==> config.mk <==
export PLATFORM = sky130hd
export DESIGN_NAME = spc_ctrl
export DESIGN_NICKNAME = d
export VERILOG_FILES = /design/src/rtl/core/spc_pkg.sv /design/src/rtl/core/spc_ctrl.sv
export SDC_FILE = /design/constraint.sdc
export NUM_CORES = 1
export LEC_CHECK = 0
export ABC_AREA = 1
export ABC_CLOCK_PERIOD_IN_PS = 1300
export BUFFER_PORTS_ARGS = -buffer_cell sky130_fd_sc_hd__clkbuf_2
export CELL_PAD_IN_SITES_DETAIL_PLACEMENT = 0
export CELL_PAD_IN_SITES_GLOBAL_PLACEMENT = 1
export CORE_MARGIN = 3
export CORE_UTILIZATION = 30
export DETAILED_ROUTE_END_ITERATION = 10
export PLACE_DENSITY_LB_ADDON = 0.08
export RECOVER_POWER = 50
export SLEW_MARGIN = 5
export SYNTH_ARGS = -nofsm -noshare
export SYNTH_HDL_FRONTEND = slang
export SYNTH_SLANG_ARGS = --single-unit
==> constraint.sdc <==
create_clock -name clk_i -period 1.3 [get_ports clk_i]
set_clock_uncertainty 0.1 [all_clocks]
set_input_delay 0.26 -clock clk_i [delete_from_list [all_inputs] [get_ports clk_i]]
set_output_delay 0.26 -clock clk_i [all_outputs]
set_load 0.02 [all_outputs]
==> src/rtl/core/spc_pkg.sv <==
package spc_pkg;
  localparam int MaxTaps = 8192;
  localparam int AddrW = $clog2(MaxTaps);
  localparam int LenW = 14;
  localparam int SampW = 16;
  localparam int AccW = 48;
  localparam logic [LenW-1:0] LenReset = LenW'(MaxTaps);
  localparam logic [AccW-1:0] RoundBias = AccW'(16384);

  typedef enum logic [2:0] {
    ST_CLEAR, ST_IDLE, ST_LOAD, ST_MAC, ST_DRAIN, ST_ROUND, ST_OUT
  } state_e;

  typedef struct packed {
    logic clr_wr;
    logic tap_wr;
    logic hist_wr;
    logic acc_clr;
    logic mac_rd;
    logic rnd;
    logic adv_wp;
  } ctl_t;

  typedef struct packed {
    logic last_addr;
    logic last_tap;
  } sts_t;

  function automatic logic [SampW-1:0] round_sat(input logic signed [AccW-1:0] acc);
    logic signed [AccW-1:0] s;
    logic signed [AccW-16:0] q;
    s = acc + RoundBias;
    q = s[AccW-1:15];
    if (q > 32767) round_sat = 16'h7fff;
    else if (q < -32768) round_sat = 16'h8000;
    else round_sat = q[15:0];
  endfunction
endpackage

==> src/rtl/core/spc_ctrl.sv <==
module spc_ctrl (
  input  logic          clk_i,
  input  logic          rst_ni,
  input  logic          in_valid_i,
  input  logic          in_type_i,
  output logic          in_ready_o,
  output logic          out_valid_o,
  input  logic          out_ready_i,
  input  spc_pkg::sts_t sts_i,
  output spc_pkg::ctl_t ctl_o
);
  import spc_pkg::*;

  state_e state_q, state_d;
  logic [1:0] drain_q, drain_d;

  always_comb begin
    state_d = state_q;
    drain_d = drain_q;
    case (state_q)
      ST_CLEAR: if (sts_i.last_addr) state_d = ST_IDLE;
      ST_IDLE: begin
        if (in_valid_i) state_d = in_type_i ? ST_IDLE : ST_MAC;
      end
      ST_MAC: begin
        if (sts_i.last_tap) begin
          state_d = ST_DRAIN;
          drain_d = '0;
        end
      end
      ST_DRAIN: begin
        drain_d = drain_q + 1'b1;
        if (drain_q == 2'd2) state_d = ST_ROUND;
      end
      ST_ROUND: state_d = ST_OUT;
      ST_OUT: if (out_ready_i) state_d = ST_IDLE;
      default: state_d = ST_IDLE;
    endcase
  end

  always_comb begin
    ctl_o = '0;
    in_ready_o = 1'b0;
    out_valid_o = 1'b0;
    case (state_q)
      ST_CLEAR: ctl_o.clr_wr = 1'b1;
      ST_IDLE: begin
        in_ready_o = 1'b1;
        ctl_o.tap_wr = in_valid_i && in_type_i;
        ctl_o.hist_wr = in_valid_i && !in_type_i;
        ctl_o.acc_clr = 1'b1;
      end
      ST_MAC: ctl_o.mac_rd = 1'b1;
      ST_ROUND: ctl_o.rnd = 1'b1;
      ST_OUT: begin
        out_valid_o = 1'b1;
        ctl_o.adv_wp = out_ready_i;
      end
      default: ;
    endcase
  end

  always_ff @(posedge clk_i or negedge rst_ni) begin
    if (!rst_ni) begin
      state_q <= ST_CLEAR;
      drain_q <= '0;
    end else begin
      state_q <= state_d;
      drain_q <= drain_d;
    end
  end

  a_no_ready_busy: assert property (@(posedge clk_i) disable iff (!rst_ni)
    in_ready_o |-> !out_valid_o) else $error("ready while result pending");
  a_mac_one_hot: assert property (@(posedge clk_i) disable iff (!rst_ni)
    $onehot0({ctl_o.clr_wr, ctl_o.mac_rd, ctl_o.hist_wr})) else $error("ram conflict");
  a_round_then_out: assert property (@(posedge clk_i) disable iff (!rst_ni)
    ctl_o.rnd |=> out_valid_o) else $error("result missing");
endmodule

---- Yosys cells after proc, flatten, opt, wreduce, memory -nomap -nowiden ----
Index checks and enable logic that the tools add are counted.
W data, S select, Z words.
operators by class
  equal/unequal tests ..................... 11
  $add $sub $neg .......................... 1
  reductions and logical operators ........ 7
  muxes and demuxes ....................... 16
operator list
  cell                   count
  $mux W3                6
  $pmux W3 S6            1
  $ne A2 B2 Y1 const B   5
  $eq A3 B3 Y1 const B   3
  $mux W1                6
  $reduce_and A5 Y1      1
  $mux W2                2
  $pmux W2 S2            1
  $eq A3 B1 Y1 const B   1
  $eq A3 B2 Y1 const B   1
  $logic_not A3 Y1       1
  $add A2 B1 Y2 const B  1
  $eq A2 B2 Y1 const B   1
  $logic_and A1 B1 Y1    2
  $reduce_and A2 Y1      1
  $reduce_bool A2 Y1     1
  $logic_not A1 Y1       1
storage, ports and cells
  output and inout port bits .............. 9
  input bits .............................. 7
  logic and storage cells ................. 37
  bits in registers ....................... 5

---- Longest topological paths before layout ----
  depth in word-level cells ............... 3
  gate-level depth with buffers ........... 8
  mapped depth without buffers ............ 8

---- Worst setup path after synthesis ----
No wires, ideal clock.
  path type ............................... register -> output
  from .................................... reg state_q[2]
  to ...................................... out ctl_o[4] (netlist bit)
  buffers on the path ..................... 0
  slack ................................... -219 ps
  cell stages (with the launch flop) ...... 6
  arrival time ............................ 1159 ps
  required time ........................... 940 ps
  cells stage by stage .................... dfrtp_1 > inv_2 > nand3_2 > inv_1 > nand2_1 > nor2_1
RTL lines
  element                   RTL line        RTL
  start: declaration        spc_ctrl.sv:14  state_e state_q, state_d;
  start signal: assignment  spc_ctrl.sv:68  state_q <= state_d;
  end: declaration          spc_ctrl.sv:10  output spc_pkg::ctl_t ctl_o

==> metrics.txt <==
Yosys top cell by area=dfrtp_1; core footprint=1200 um^2; area post-placement=563 um^2; worst setup path class=reg2out; Clock Tree Root=clkbuf_4; number of synthesized flops with an enable pin=0; Cell Area, Synth=417 um^2; Crit Path Max Fanout=5; kind of capture point of the worst setup path=primary output; fin area=759 um^2; Buffers on Ports=15; Avg Inst Size Synth=6.61 um^2; Vias=476; dpl hpwl=857 um; worst-path cell chain=buf_4, nor3_2, buf_4; die area=1870 um^2; DRT antenna net count=0; Critical Path AT=1.16 ns; relative max-transition margin=81.1%; post-layout util=63.2%; RSZ-0062 raised after global routing=yes; CP most frequent cell=buf_4; Final Power=0.00191 W; pwr/cell area=2510 nW/um^2; fin crit share=117%; Initial Util=34.7%; final setup fails=9; Die Wd=43.3 um; final setup margin=-0.217 ns; nets=102; Hold Path Class=in2reg; violated checks=setup timing; top cells by area, synth=dfrtp_1, nand2_1, inv_1; Hold Path Origin=sts_i[0]; Critical Path Slowest Stage Cell=dfrtp_2; result of the run=finished with violations; Peak VDD IR=1.11 mV; clock power share=9.5%; drt initial violations=12; Slew Viols, Final=0; TritonCTS clock tree=built; worst slew pin tran=0.284 ns; WL per Instance=11.3 um; Worst R2R End=state_q[1]; # IOs=16; Fin. Hold Viols=0; RR Startpoint=state_q[0]; hold path endpoint=state_q[1]; Sw Share=46.6%; r2r setup slk=0 ns; Clock Sinks=5; gr ovfl total=0; Die Y=43.3 um; H-Tree Depth=1; area grow syn2layout=82.3%; global-route wire length before repair=1.82 mm; NetSw=0.000888 W; Bufs on Longest Clock Path=2; Tmin final=1.52 ns; placer congestion estimate=0.724; startpoint types=register; yosys warns=0; Reg power frac=15.9%; Critical Path Max Stage Delay=0.45 ns; worst endpoint required time=0.94 ns; Internal=0.00102 W; drt drc=0; Async SR Flop Fraction=100%; post-synth net total=71; vias in the first global route=431; Comb power frac=74.6%; Fmax=0.659 GHz; worst r2r path cells=7; Mapped Cells=63; Leak=0.400 nW; Cells on Worst Hold Path=4; Max Cap Viol=0; post-synthesis sequential area ratio=30.0%; synthesized flop and latch total=5; Yosys top cell area share=30.0%; 1st-pass router iterations=4; Worst-path clk slew=0.05 ns; Rows=12; Skew-Pair Late Insertion Delay=0.24 ns; DR vias/cell=4.45; Post-Route WL=1.21 mm; Overall Global Routing Usage=13.7%; Cell variety after synth=18; initial antenna violation count=0; Num CTS Buffers=3; Antenna diodes=0; maximum number of pins on one net before global-route repair=8; main flop type after synthesis=dfrtp_1; layout cells sized above 1=58.1%
-- what timing repair did --
item	in CTS	in global routing
pin swaps	4	5
cloned	0	0
resized for setup	22	19
endpoints found under the hold margin	5	0
endpoints found under the setup margin	11	14
buffers inserted	2	2
hold buffers	1	0
-- area by class of cell --
cell class	instances	area, um^2
Tap cell	14	17.5
Multi-Input combinational cell	45	305
Inverter	11	41.3
Sequential cell	5	126
Timing Repair Buffer	28	243
Clock buffer	4	26.3
Fill cell	105	442
-- stage by stage --
| stage | TNS, ns | hold slack [ns] | setup WS (ns) | instances |
|---|---|---|---|---|
| 2_1_floorplan | -0.0978 | -0.136 | -0.0497 | 63 |
| 3_3_place_gp | -0.0340 | -0.0218 | -0.0146 | 98 |
| 3_5_place_dp | -0.0576 | -0.0183 | -0.0221 | 98 |
| 4_1_cts | -1.86 | 0.242 | -0.222 | 105 |
| 5_1_grt | -2.48 | 0.291 | -0.270 | 107 |
| 6_report | -1.68 | 0.243 | -0.217 | 107 |
-- Yosys cell counts, types with 2 or more instances --
| master | instances |
|---|---|
| inv_1 | 10 |
| nor2_1 | 7 |
| nand2_1 | 18 |
| nand3_1 | 4 |
| nand3_2 | 2 |
| nor2_2 | 3 |
| nor3_1 | 2 |
| o21ai_0 | 2 |
| dfrtp_1 | 5 |
| a21oi_1 | 2 |
-- flip-flops by register name (all words and copies together) (netlist names) --
register  flops
drain_q       2
state_q       3
-- power by group through the flow --
stage	Sequential, W	Clock (W)	Combinational, W
floorplan	0.000288	0	0.000667
global placement	0.000298	0	0.000975
detailed placement	0.000302	0	0.000974
CTS	0.000307	0.000185	0.00118
global route	0.000313	0.000196	0.00155
finish	0.000303	0.000181	0.00142
-- how the worst max path moves through the flow --
stage,startpoint,endpoint,slack [ns],cells past startpoint
3_5_place_dp,state_q[0],ctl_o[0],-0.02,3
3_3_place_gp,state_q[0],ctl_o[0],-0.01,3
4_1_cts,state_q[0],ctl_o[0],-0.22,3
6_report,state_q[0],ctl_o[6],-0.22,3
5_1_grt,state_q[1],ctl_o[4],-0.27,6
2_1_floorplan,state_q[0],ctl_o[6],-0.05,2
-- cell usage in the layout, fill, tap and decap left out, types with 2 or more instances in the layout --
cell	n
buf_6	3
o21ai_0	2
clkbuf_1	2
nor2_2	4
clkbuf_4	3
clkbuf_8	2
buf_8	3
nand2_1	14
inv_1	7
nand2_2	4
nand3_4	2
inv_2	4
buf_4	13
a21oi_1	2
nor2_1	4
nor2_4	3
nand3_1	2
nand3_2	2
clkbuf_2	5
nor3_2	2
dfrtp_1	4
-- worst max-delay path: cells and delay by family, from the launching register on --
family                 cells  cell delay (ns)
buffers and inverters      2             0.33
DFF                        1             0.45
and+or+nand+nor            1             0.14
-- per-layer routing --
metal  wire, um  global-route usage (%)  up-vias
met4         21                    12.7        0
li1           -                       -      252
met1        541                    17.9      207
met2        602                    18.9       15
met5          0                       0        -
met3         41                    1.69        2
-- kinds of logic after synthesis --
logic type,after synthesis,share of synthesized area (%)
AO/OA/AOI/OAI,5,6.91
adder cells (fa/ha/maj),1,3.00
AND/OR/NAND/NOR,39,45.6
buffers and inverters,13,14.4
flip-flops,5,30.0
Power figures use the tool's default switching activity.
